<file path="src/rtl/ssam_pkg.sv">
package ssam_pkg;

   // Command codes carried in the command field of an input item.
   typedef enum logic [2:0] {
      CMD_LOAD_HEADER = 3'd0,
      CMD_LOAD_BYTE   = 3'd1,
      CMD_TICK        = 3'd2,
      CMD_QUERY       = 3'd3,
      CMD_READ_BYTE   = 3'd4
   } cmd_type;

   // Largest header offset that is accepted; anything above flags an error.
   localparam int unsigned HEADER_OFFSET_MAX = 32;
   // Number of window bits in one map byte.
   localparam int unsigned BYTE_BITS = 8;

   typedef logic [BYTE_BITS-1:0] map_byte_type;

   // One input item.
   typedef struct packed {
      cmd_type      command;
      logic [31:0]  start_word;
      logic [5:0]   bit_offset;
      logic [4:0]   byte_index;
      map_byte_type map_byte;
      logic [31:0]  segment_id;
   } req_type;

   // One result item.
   typedef struct packed {
      logic         keep;
      map_byte_type byte_out;
      logic [31:0]  start_out;
      logic         error;
   } rsp_type;

   // Control from the command decode to the availability bit store.
   typedef struct packed {
      logic         tick;
      logic         load;
      logic [4:0]   byte_index;
      map_byte_type map_byte;
      map_byte_type write_mask;
   } map_ctrl_type;

endpackage

</file>
<file path="src/rtl/ssam_map.sv">
module ssam_map
   import ssam_pkg::*;
#(
   parameter int SEGMENT_COUNT = 256
) (
   input  logic                             clock,
   input  logic                             reset,
   input  map_ctrl_type                     ctrl,
   input  logic [$clog2(SEGMENT_COUNT)-1:0] query_index,
   output map_byte_type                     read_byte,
   output logic                             query_bit
);

   localparam int IDX_W = $clog2(SEGMENT_COUNT);
   // A byte position {byte_index, j} needs eight bits; wide windows need more.
   localparam int POS_W = (IDX_W > 8) ? IDX_W : 8;

   logic [SEGMENT_COUNT-1:0] bits_ff;
   logic [SEGMENT_COUNT-1:0] bits_in;

   // Byte load, byte read and the one-place shift of a tick. Positions beyond
   // the window are not stored: loads to them drop and reads give zero.
   always_comb begin
      logic [POS_W-1:0] pos;
      logic             hit;
      bits_in   = bits_ff;
      read_byte = '0;
      for (int j = 0; j < BYTE_BITS; j++) begin
         pos = POS_W'({ctrl.byte_index, 3'(j)});
         hit = ({1'b0, pos} < (POS_W+1)'(SEGMENT_COUNT));
         read_byte[j] = hit & bits_ff[pos[IDX_W-1:0]];
         if (ctrl.load && hit && ctrl.write_mask[j]) begin
            bits_in[pos[IDX_W-1:0]] = ctrl.map_byte[j];
         end
      end
      if (ctrl.tick) begin
         bits_in = {1'b0, bits_ff[SEGMENT_COUNT-1:1]};
      end
   end

   assign query_bit = bits_ff[query_index];

   always_ff @(posedge clock) begin
      if (reset) begin
         bits_ff <= '0;
      end else begin
         bits_ff <= bits_in;
      end
   end

endmodule

</file>
<file path="src/rtl/sliding_segment_availability_map_unit.sv">
// Sliding segment-availability map. Each item (load_header, load_byte, tick,
// query, read_byte) is registered on the edge that accepts it, decoded and
// applied to the window in the following cycle, and its one result is on
// rsp_data with rsp_valid high for exactly one cycle after that. A new item
// can be taken every cycle that busy is low; busy is high only during reset
// and is cleared by a clock edge with reset low. Results cannot be held off,
// so the receiver must take rsp_data in the cycle rsp_valid is high. The
// window is a shift register of SEGMENT_COUNT flip-flops, so a tick moves all
// bits at once and every command is applied to the window in a single update.
module sliding_segment_availability_map_unit
   import ssam_pkg::*;
#(
   parameter int SEGMENT_COUNT = 256
) (
   input  logic    clock,
   input  logic    reset,
   input  logic    start,
   output logic    busy,
   input  req_type req_data,
   output logic    rsp_valid,
   output rsp_type rsp_data
);

   localparam int IDX_W = $clog2(SEGMENT_COUNT);

   logic         busy_ff;
   logic         req_valid_ff;
   req_type      req_ff;
   logic [31:0]  start_ff;
   logic [31:0]  start_in;
   logic [5:0]   offset_ff;
   logic [5:0]   offset_in;
   logic         rsp_valid_ff;
   rsp_type      rsp_ff;
   rsp_type      rsp_in;
   logic [31:0]  seg_dist;
   map_ctrl_type map_ctrl;
   map_byte_type read_byte;
   logic         query_bit;

   assign busy = busy_ff;

   // Input register: an item is taken whenever start is high and not busy.
   always_ff @(posedge clock) begin
      if (reset) begin
         busy_ff      <= 1'b1;
         req_valid_ff <= 1'b0;
      end else begin
         busy_ff      <= 1'b0;
         req_valid_ff <= start & ~busy_ff;
      end
   end

   always_ff @(posedge clock) begin
      req_ff <= req_data;
   end

   // Distance of the queried segment from the window start, two's complement.
   assign seg_dist = req_ff.segment_id - start_ff;

   // Control for the bit store. Byte zero keeps its bits below the offset.
   always_comb begin
      map_ctrl            = '0;
      map_ctrl.tick       = req_valid_ff && (req_ff.command == CMD_TICK);
      map_ctrl.load       = req_valid_ff && (req_ff.command == CMD_LOAD_BYTE);
      map_ctrl.byte_index = req_ff.byte_index;
      map_ctrl.map_byte   = req_ff.map_byte;
      for (int j = 0; j < BYTE_BITS; j++) begin
         map_ctrl.write_mask[j] = (req_ff.byte_index != '0) || (6'(j) >= offset_ff);
      end
   end

   ssam_map #(
      .SEGMENT_COUNT (SEGMENT_COUNT)
   ) u_map (
      .clock       (clock),
      .reset       (reset),
      .ctrl        (map_ctrl),
      .query_index (seg_dist[IDX_W-1:0]),
      .read_byte   (read_byte),
      .query_bit   (query_bit)
   );

   // Command decode: start and offset updates and the result fields.
   always_comb begin
      start_in  = start_ff;
      offset_in = offset_ff;
      rsp_in    = '0;
      if (req_valid_ff) begin
         case (req_ff.command)
            CMD_LOAD_HEADER: begin
               if (req_ff.bit_offset > 6'(HEADER_OFFSET_MAX)) begin
                  rsp_in.error = 1'b1;
               end else begin
                  start_in  = req_ff.start_word + 32'(req_ff.bit_offset);
                  offset_in = req_ff.bit_offset;
               end
            end
            CMD_TICK: begin
               start_in = start_ff + 32'd1;
            end
            CMD_QUERY: begin
               // Dropped before the start, or inside the window with a clear bit.
               // The last window position and beyond always count as kept.
               if (seg_dist[31]) begin
                  rsp_in.keep = 1'b0;
               end else if ((seg_dist < 32'(SEGMENT_COUNT - 1)) && !query_bit) begin
                  rsp_in.keep = 1'b0;
               end else begin
                  rsp_in.keep = 1'b1;
               end
            end
            CMD_READ_BYTE: begin
               rsp_in.byte_out = read_byte;
            end
            default: begin
            end
         endcase
      end
      rsp_in.start_out = start_in;
   end

   always_ff @(posedge clock) begin
      if (reset) begin
         start_ff     <= '0;
         offset_ff    <= '0;
         rsp_valid_ff <= 1'b0;
      end else begin
         start_ff     <= start_in;
         offset_ff    <= offset_in;
         rsp_valid_ff <= req_valid_ff;
      end
   end

   always_ff @(posedge clock) begin
      rsp_ff <= rsp_in;
   end

   assign rsp_valid = rsp_valid_ff;
   assign rsp_data  = rsp_ff;

endmodule

</file>
<file path="config.mk">
export PLATFORM = sky130hd
export DESIGN_NAME = sliding_segment_availability_map_unit
export DESIGN_NICKNAME = d
export VERILOG_FILES = /design/src/rtl/ssam_pkg.sv /design/src/rtl/ssam_map.sv /design/src/rtl/sliding_segment_availability_map_unit.sv
export SDC_FILE = /design/constraint.sdc
export NUM_CORES = 1
export LEC_CHECK = 0
export ABC_AREA = 1
export BUFFER_PORTS_ARGS = -buffer_cell sky130_fd_sc_hd__buf_2
export CAP_MARGIN = 25
export CORE_MARGIN = 8
export CORE_UTILIZATION = 30
export CTS_BUF_LIST = sky130_fd_sc_hd__clkbuf_16
export DETAILED_ROUTE_END_ITERATION = 10
export PLACE_DENSITY = 0.56
export SETUP_SLACK_MARGIN = 0.2
export SLEW_MARGIN = 5
export SYNTH_ARGS = -nofsm -noshare
export SYNTH_HDL_FRONTEND = slang
export SYNTH_SLANG_ARGS = --single-unit
</file>
<file path="constraint.sdc">
create_clock -name clock -period 8.08 [get_ports clock]
set_clock_uncertainty 0.2 [all_clocks]
set_input_delay 0.808 -clock clock [delete_from_list [all_inputs] [get_ports clock]]
set_output_delay 0.808 -clock clock [all_outputs]
set_load 0.01 [all_outputs]
</file>
==> Word-level counts from Yosys, hierarchy flattened <==
Index checks and enable logic that the tools add are counted.
{ "totals": {"output_inout_bits": 44, "reg_bits": 425, "input_bits": 89, "mem_bits_ro": 0, "elab_cells": 148, "latch_bits": 0, "mem_bits_rw": 0, "n_memories": 0} }
{ "classes": {"n_bitwise": 5, "multipliers": 0, "magnitude_cmp": 27, "n_eq_ne": 4, "mux": 57, "n_shift": 0, "n_div": 0, "reduce_logical": 35, "addsub": 3} }
{ "ops": {"columns": ["op", "count"], "rows": [
  ["$bwmux 256", 8],
  ["$mux 256", 8],
  ["$mux 255", 1],
  ["$lt 8x9->1 const B", 9],
  ["$ge 8x1->1 const B", 8],
  ["$mux 32", 2],
  ["$pmux 32 s2", 1],
  ["$bmux 1 s5", 8],
  ["$demux 1 s5", 8],
  ["$add 32x1->32 const B", 1],
  ["$add 32x6->32", 1],
  ["$lt 32x8->1 const B", 1],
  ["$sub 32x32->32", 1],
  ["$ge 3x6->1 const A", 4],
  ["$mux 1", 20],
  ["$logic_and 1x1->1", 19],
  ["$ge 1x6->1 const A", 2],
  ["$ge 2x6->1 const A", 2],
  ["$bmux 1 s8", 1],
  ["$logic_or 1x1->1", 8],
  ["$eq 3x2->1 const B", 2],
  ["$gt 6x6->1 const B", 1],
  ["$reduce_bool 5->1", 1],
  ["$not 1->1", 4],
  ["other kinds (9)", 10]
]} }

==> Longest topological paths before layout <==
{ "logic_depth": {"ltp_word": 21, "ltp_mapped": 20, "ltp_nobuf": 20} }

==> Hierarchy <==
From an unflattened synthesis, not the netlist that was laid out.
{ "unflattened": {"hier_cells": 3861, "hier_area_um2": 24861.3} }
{ "modules_own_cells": {"columns": ["mod", "seq_area_each_um2", "cells_per_inst", "n_inst", "area_each_um2"], "rows": [
  ["ssam_map", 5124.9, 2416, 1, 15513.6],
  ["sliding_segment_availability_map_unit", 3383.2, 1445, 1, 9347.7]
]} }

==> Worst setup path after synthesis <==
Ideal clock, no wire load.
{ "synth_path": {"path_type": "register -> register", "startpoint": "reg req_ff[0] (netlist bit)", "endpoint": "reg rsp_ff (netlist bit rsp_data[41])", "t_required_ns": 7.816, "arrival_time_ns": 2.368, "setup_slack_ns": 5.449, "path_buffers": 3, "period_less_slack_ns": 2.631, "stages_incl_launch_ff": 17, "setup_ns": 0.064, "path_cell_list": "dfxtp_1 inv_1 ha_1 fa_1 buf_2 buf_2 buf_1 o21ai_0 o211ai_1 nand3_1 nand3_1 nand3_1 nand3b_1 nand3_1 nand2_1 nor2_1 nor2_1"} }
{ "synth_via": {"elab_chain_cells": 6, "word_cells_on_any_way": 8, "cone_classes": "add/sub: 1; order compare: 1; mux: 3; reduce/logical: 3"} }
{ "synth_rtl": {"columns": ["element", "line_no", "text"], "rows": [
  ["start: declaration", "sliding_segment_availability_map_unit.sv:28", "req_type req_ff;"],
  ["start signal: assignment", "sliding_segment_availability_map_unit.sv:55", "req_ff <= req_data;"],
  ["$sub 32x32->32 *", "sliding_segment_availability_map_unit.sv:59", "assign seg_dist = req_ff.segment_id - start_ff;"],
  ["$bmux 1 s8", "ssam_map.sv:41", "assign query_bit = bits_ff[query_index];"],
  ["$mux 1 (not written as such)", "ssam_map.sv:41", null],
  ["$logic_not 1->1", "sliding_segment_availability_map_unit.sv:107", "end else if ((seg_dist < 32'(SEGMENT_COUNT - 1)) && !query_bit) begin"],
  ["$logic_and 1x1->1", "sliding_segment_availability_map_unit.sv:107", null],
  ["$mux 1", "sliding_segment_availability_map_unit.sv:107", null],
  ["end signal: assignment", "sliding_segment_availability_map_unit.sv:136", "rsp_ff <= rsp_in;"],
  ["end: declaration", "sliding_segment_availability_map_unit.sv:34", "rsp_type rsp_ff;"]
]} }
Every way passes the cells marked *; elsewhere a longest branch is shown, timed or not. The select of a mux whose other input is x is not followed.
A chain may end at the register's enable or synchronous reset.

==> Worst setup path after layout <==
{ "layout_path": {"startpoint": "reg req_ff[83] (netlist bit)", "endpoint": "reg u_map.bits_ff[113]"} }
{ "layout_via": {"elab_chain_cells": 19, "word_cells_on_any_way": 28, "cone_classes": "eq/ne: 2; mux: 16; reduce/logical: 10"} }
{ "layout_rtl": {"columns": ["element", "line_no", "text"], "rows": [
  ["$eq 3x1->1", "sliding_segment_availability_map_unit.sv:65", "map_ctrl.load = req_valid_ff && (req_ff.command == CMD_LOAD_BYTE);"],
  ["$logic_and 1x1->1", "sliding_segment_availability_map_unit.sv:65", null],
  ["$logic_and 1x1->1", "ssam_map.sv:32", "if (ctrl.load && hit && ctrl.write_mask[j]) begin"],
  ["$mux 256", "ssam_map.sv:32", null],
  ["$bwmux 256", "ssam_map.sv:33", "bits_in[pos[IDX_W-1:0]] = ctrl.map_byte[j];"],
  ["$mux 256", "ssam_map.sv:32", null],
  ["$bwmux 256", "ssam_map.sv:33", null],
  ["$mux 256", "ssam_map.sv:32", null],
  ["(+3 left out)", null, null],
  ["$mux 256", "ssam_map.sv:32", null],
  ["$bwmux 256", "ssam_map.sv:33", null],
  ["$mux 256", "ssam_map.sv:32", null],
  ["$bwmux 256", "ssam_map.sv:33", null],
  ["$mux 256", "ssam_map.sv:32", null],
  ["$bwmux 256", "ssam_map.sv:33", null],
  ["$mux 256", "ssam_map.sv:32", null],
  ["$mux 255 *", "ssam_map.sv:36", "if (ctrl.tick) begin"],
  ["end signal: assignment", "ssam_map.sv:47", "bits_ff <= bits_in;"],
  ["end: declaration", "ssam_map.sv:18", "logic [SEGMENT_COUNT-1:0] bits_ff;"]
]} }
Every way passes the cells marked *; elsewhere a longest branch is shown, timed or not.

==> results.cfg <==
[status]
outcome = finished clean

[grt]
grtUsageTotal = 0.2048
overflow = 0
grt_pass1_vias = 24080
antenna_found_initial = 8
grt_max_degree = 88
grt_pass1_wl_um = 146500

[timing]
hold_violations = 0
fmax_mhz = 210.4
drv_slew = 0
rsz0062_at_grt = no
setup_viol = 0
slew_headroom = 0.2845
post-route-min-period_ns = 4.753
tns_ns = 0
fin_crit_sh = 0.5882
tightestPinTransition_ns = 1.073

[logic_synthesis]
synthTopCellsByArea = dfxtp_1 35%, nand2_1 9.0%, inv_1 8.0%, a21oi_1 7.5%, nor2_1 6.9%
yosys_warnings = 0
syn_inst = 3645
synth.distinct_cells = 53
synthMuxAreaShare = 0
postSynthAreaPerCell_um2 = 6.626
netlist_area_um2 = 24150
synth-xor-area-share = 0.01124
yosys_register_bits = 425
synth_top_area_share = 0.3523
synthAdderAreaFrac = 0.02134
synth_top_family_by_area = compound AO/OA/AOI/OAI gates
yosysTopAreaCell = dfxtp_1
synth-simple-area-share = 0.2407
ys_seq_area_frac = 0.3523
synth_compound_area_frac = 0.2556
syn-num-nets = 3774

[detailed_routing]
drc = 0
drt-pass1-iter-count = 7
ant_nets = 0
routed_wl_um = 96840
vias = 25697
wl_per_cell_um = 20.32
drt-initial-drc-count = 3152
vias_per_cell = 5.393

[finish]
fin_cells = 4765
fillCellCount = 8851
drive_gt1_frac = 0.08374
fin_nets = 3795
syn_to_final_growth_pct = 12.52
post-route-util = 0.3390
final_cell_area_um2 = 27180

[hold_path]
hp-start = req_data[28]
holdPathEnd = req_ff[28]$_DFF_P_
holdCritPathClass = in2reg
whs_path_depth = 1

[floorplan]
die_height_um = 299.7
die_w_um = 299.7
die_area_um2 = 89850
initial_core_util = 0.3013
core_um2 = 80160
ios = 133
rows = 104

[power]
power_density_nw_per_um2 = 181.9
leakage_nw = 10.68
vdd_drop_max_v = 0.0001331
total_power_mw = 4.942

[worst_setup_path]
end_kind = flip-flop
critPathMaxFanout = 87
reg2regPathDepth = 11
r2r_end = u_map.bits_ff[113]$_SDFFE_PP0P_
crit_path_start_kind = flip-flop
reg2reg_slack_ns = 3.33
critical_path_class = reg2reg
worstReg2RegStart = req_ff[83]$_DFF_P_
cp_data_arrival_time_ns = 5.07
worst_ep_required_time_ns = 8.40

[placement]
hpwl_um = 66580
dpl.cell_count = 4676
dpl_cell_area_um2 = 25610
io_buffers = 132
globalplace.congestion = 0.9458

[clock_network]
cts_made_buffers = 47
clk_pin_slew_ns = 0.06
cts_hold_buf = 0
clockBufferDepth = 3
cts_resized = 0
htree_levels = 2
cts_tree = built
cts_root_buffer = clkbuf_16
clock_latency_ns = 0.61
cts_setup_buffers = 0
cts_sinks = 425

[job]
cap_violations = 0
==> sequential cells by signal (all words and copies together), names as in the netlist <==
signal         cells
rsp_data          42
map_ctrl          13
rsp_valid          1
u_map.bits_ff    256
start_ff          32
req_valid_ff       1
offset_ff          6
busy               1
req_ff            73
==> cells in the mapped netlist (all sizes together) <==
cell type	instances
a211oi	1
a21boi	2
a21o	1
a21oi	366
a221oi	54
a22o	5
a22oi	29
a31oi	21
and2	12
buf	85
clkbuf	108
clkinv	5
dfxtp	425
fa	2
ha	38
inv	537
nand2	590
nand3	195
nand3b	7
nand4	29
nor2	448
nor3	91
nor4	7
nor4b	1
o211ai	58
o21ai	222
o21bai	3
o221ai	21
o22ai	239
o32ai	10
or2	1
or3	1
xnor2	11
xor2	20
==> worst max-delay path by stage <==
| stage | from | endpoint | slack, ns | cells past startpoint |
|---|---|---|---|---|
| final | req_ff[83]$_DFF_P_ | u_map.bits_ff[113]$_SDFFE_PP0P_ | 3.33 | 11 |
| after floorplan | req_ff[0]$_DFF_P_ | rsp_data[41]$_SDFF_PP0_ | 5.45 | 16 |
| after CTS | req_ff[83]$_DFF_P_ | u_map.bits_ff[25]$_SDFFE_PP0P_ | 3.54 | 11 |
| after global routing | req_ff[83]$_DFF_P_ | u_map.bits_ff[57]$_SDFFE_PP0P_ | 3.19 | 11 |
| after global placement | req_ff[83]$_DFF_P_ | u_map.bits_ff[65]$_SDFFE_PP0P_ | 3.58 | 11 |
| after detailed placement | req_ff[83]$_DFF_P_ | u_map.bits_ff[25]$_SDFFE_PP0P_ | 3.54 | 11 |
==> metal layers <==
| layer | routed length, um | vias up | track usage |
|---|---|---|---|
| met4 | 4225 | 4 | 0.08492 |
| met1 | 41810 | 11810 | 0.2777 |
| met3 | 8589 | 235 | 0.03423 |
| met5 | 26 | - | 0 |
| li1 | - | 12384 | - |
| met2 | 42190 | 1264 | 0.3212 |
==> critical path, stage by stage, from the launching register on <==
cell	delay (ns)
dfxtp_1	0.37
nor2_1	0.06
inv_1	0.20
nor2_4	0.04
buf_4	0.33
inv_6	0.58
buf_4	0.64
buf_4	0.69
nand3_2	0.81
o22ai_1	0.37
a21oi_1	0.07
nor2_1	0.09
==> layout make-up <==
| class | count | area [um2] | share of cell area |
|---|---|---|---|
| well taps | 1060 | 1326 | 0.04880 |
| multi-input cells | 2485 | 12820 | 0.4719 |
| inverters | 542 | 2039 | 0.07505 |
| flip-flops and latches | 425 | 8508 | 0.3131 |
| clock buffers | 48 | 1201 | 0.04420 |
| clock inverters | 37 | 345.3 | 0.01271 |
| repair buffers | 165 | 924.6 | 0.03402 |
| diodes | 3 | 7.507 | 0.0002762 |
==> report_power, final <==
part / switching (mW) / internal, mW / total (mW)
clock: 0.941 / 1.27 / 2.21
combinational: 0.411 / 0.160 / 0.571
sequential: 0.0311 / 2.13 / 2.16
total: 1.38 / 3.56 / 4.94
==> cell families (layout without fill, tap and decap cells) <==
group	Yosys count	in the layout
and+or+nand+nor	1382	1382
DFF	425	425
adders and majority gates	40	40
AOI/OAI and AO/OA	1032	1032
other	0	3
buffers and inverters	735	792
xor gates and xnor gates	31	31
==> layout by cell type, fill, tap and decap left out, drive strengths merged, types with 2 or more instances in the layout <==
master / Yosys / routed
nand2: 590 / 590
inv: 537 / 544
nor2: 448 / 448
dfxtp: 425 / 425
a21oi: 366 / 366
o22ai: 239 / 239
o21ai: 222 / 222
nand3: 195 / 195
buf: 85 / 164
nor3: 91 / 91
o211ai: 58 / 58
a221oi: 54 / 54
clkbuf: 108 / 49
ha: 38 / 38
nand4: 29 / 29
a22oi: 29 / 29
clkinv: 5 / 25
o221ai: 21 / 21
a31oi: 21 / 21
xor2: 20 / 20
and2: 12 / 12
xnor2: 11 / 11
o32ai: 10 / 10
nand3b: 7 / 7
nor4: 7 / 7
bufinv: 0 / 6
a22o: 5 / 5
clkinvlp: 0 / 4
diode: 0 / 3
o21bai: 3 / 3
a21boi: 2 / 2
fa: 2 / 2
==> metrics by stage <==
step           hold slack (ns)  setup WS [ns]
2_1_floorplan           0.2411          5.449
3_3_place_gp            0.2586          3.585
3_5_place_dp            0.2661          3.541
4_1_cts                0.07861          3.540
5_1_grt                0.09000          3.190
6_report                0.1091          3.327
No activity file was read; power rests on OpenSTA's default activity.
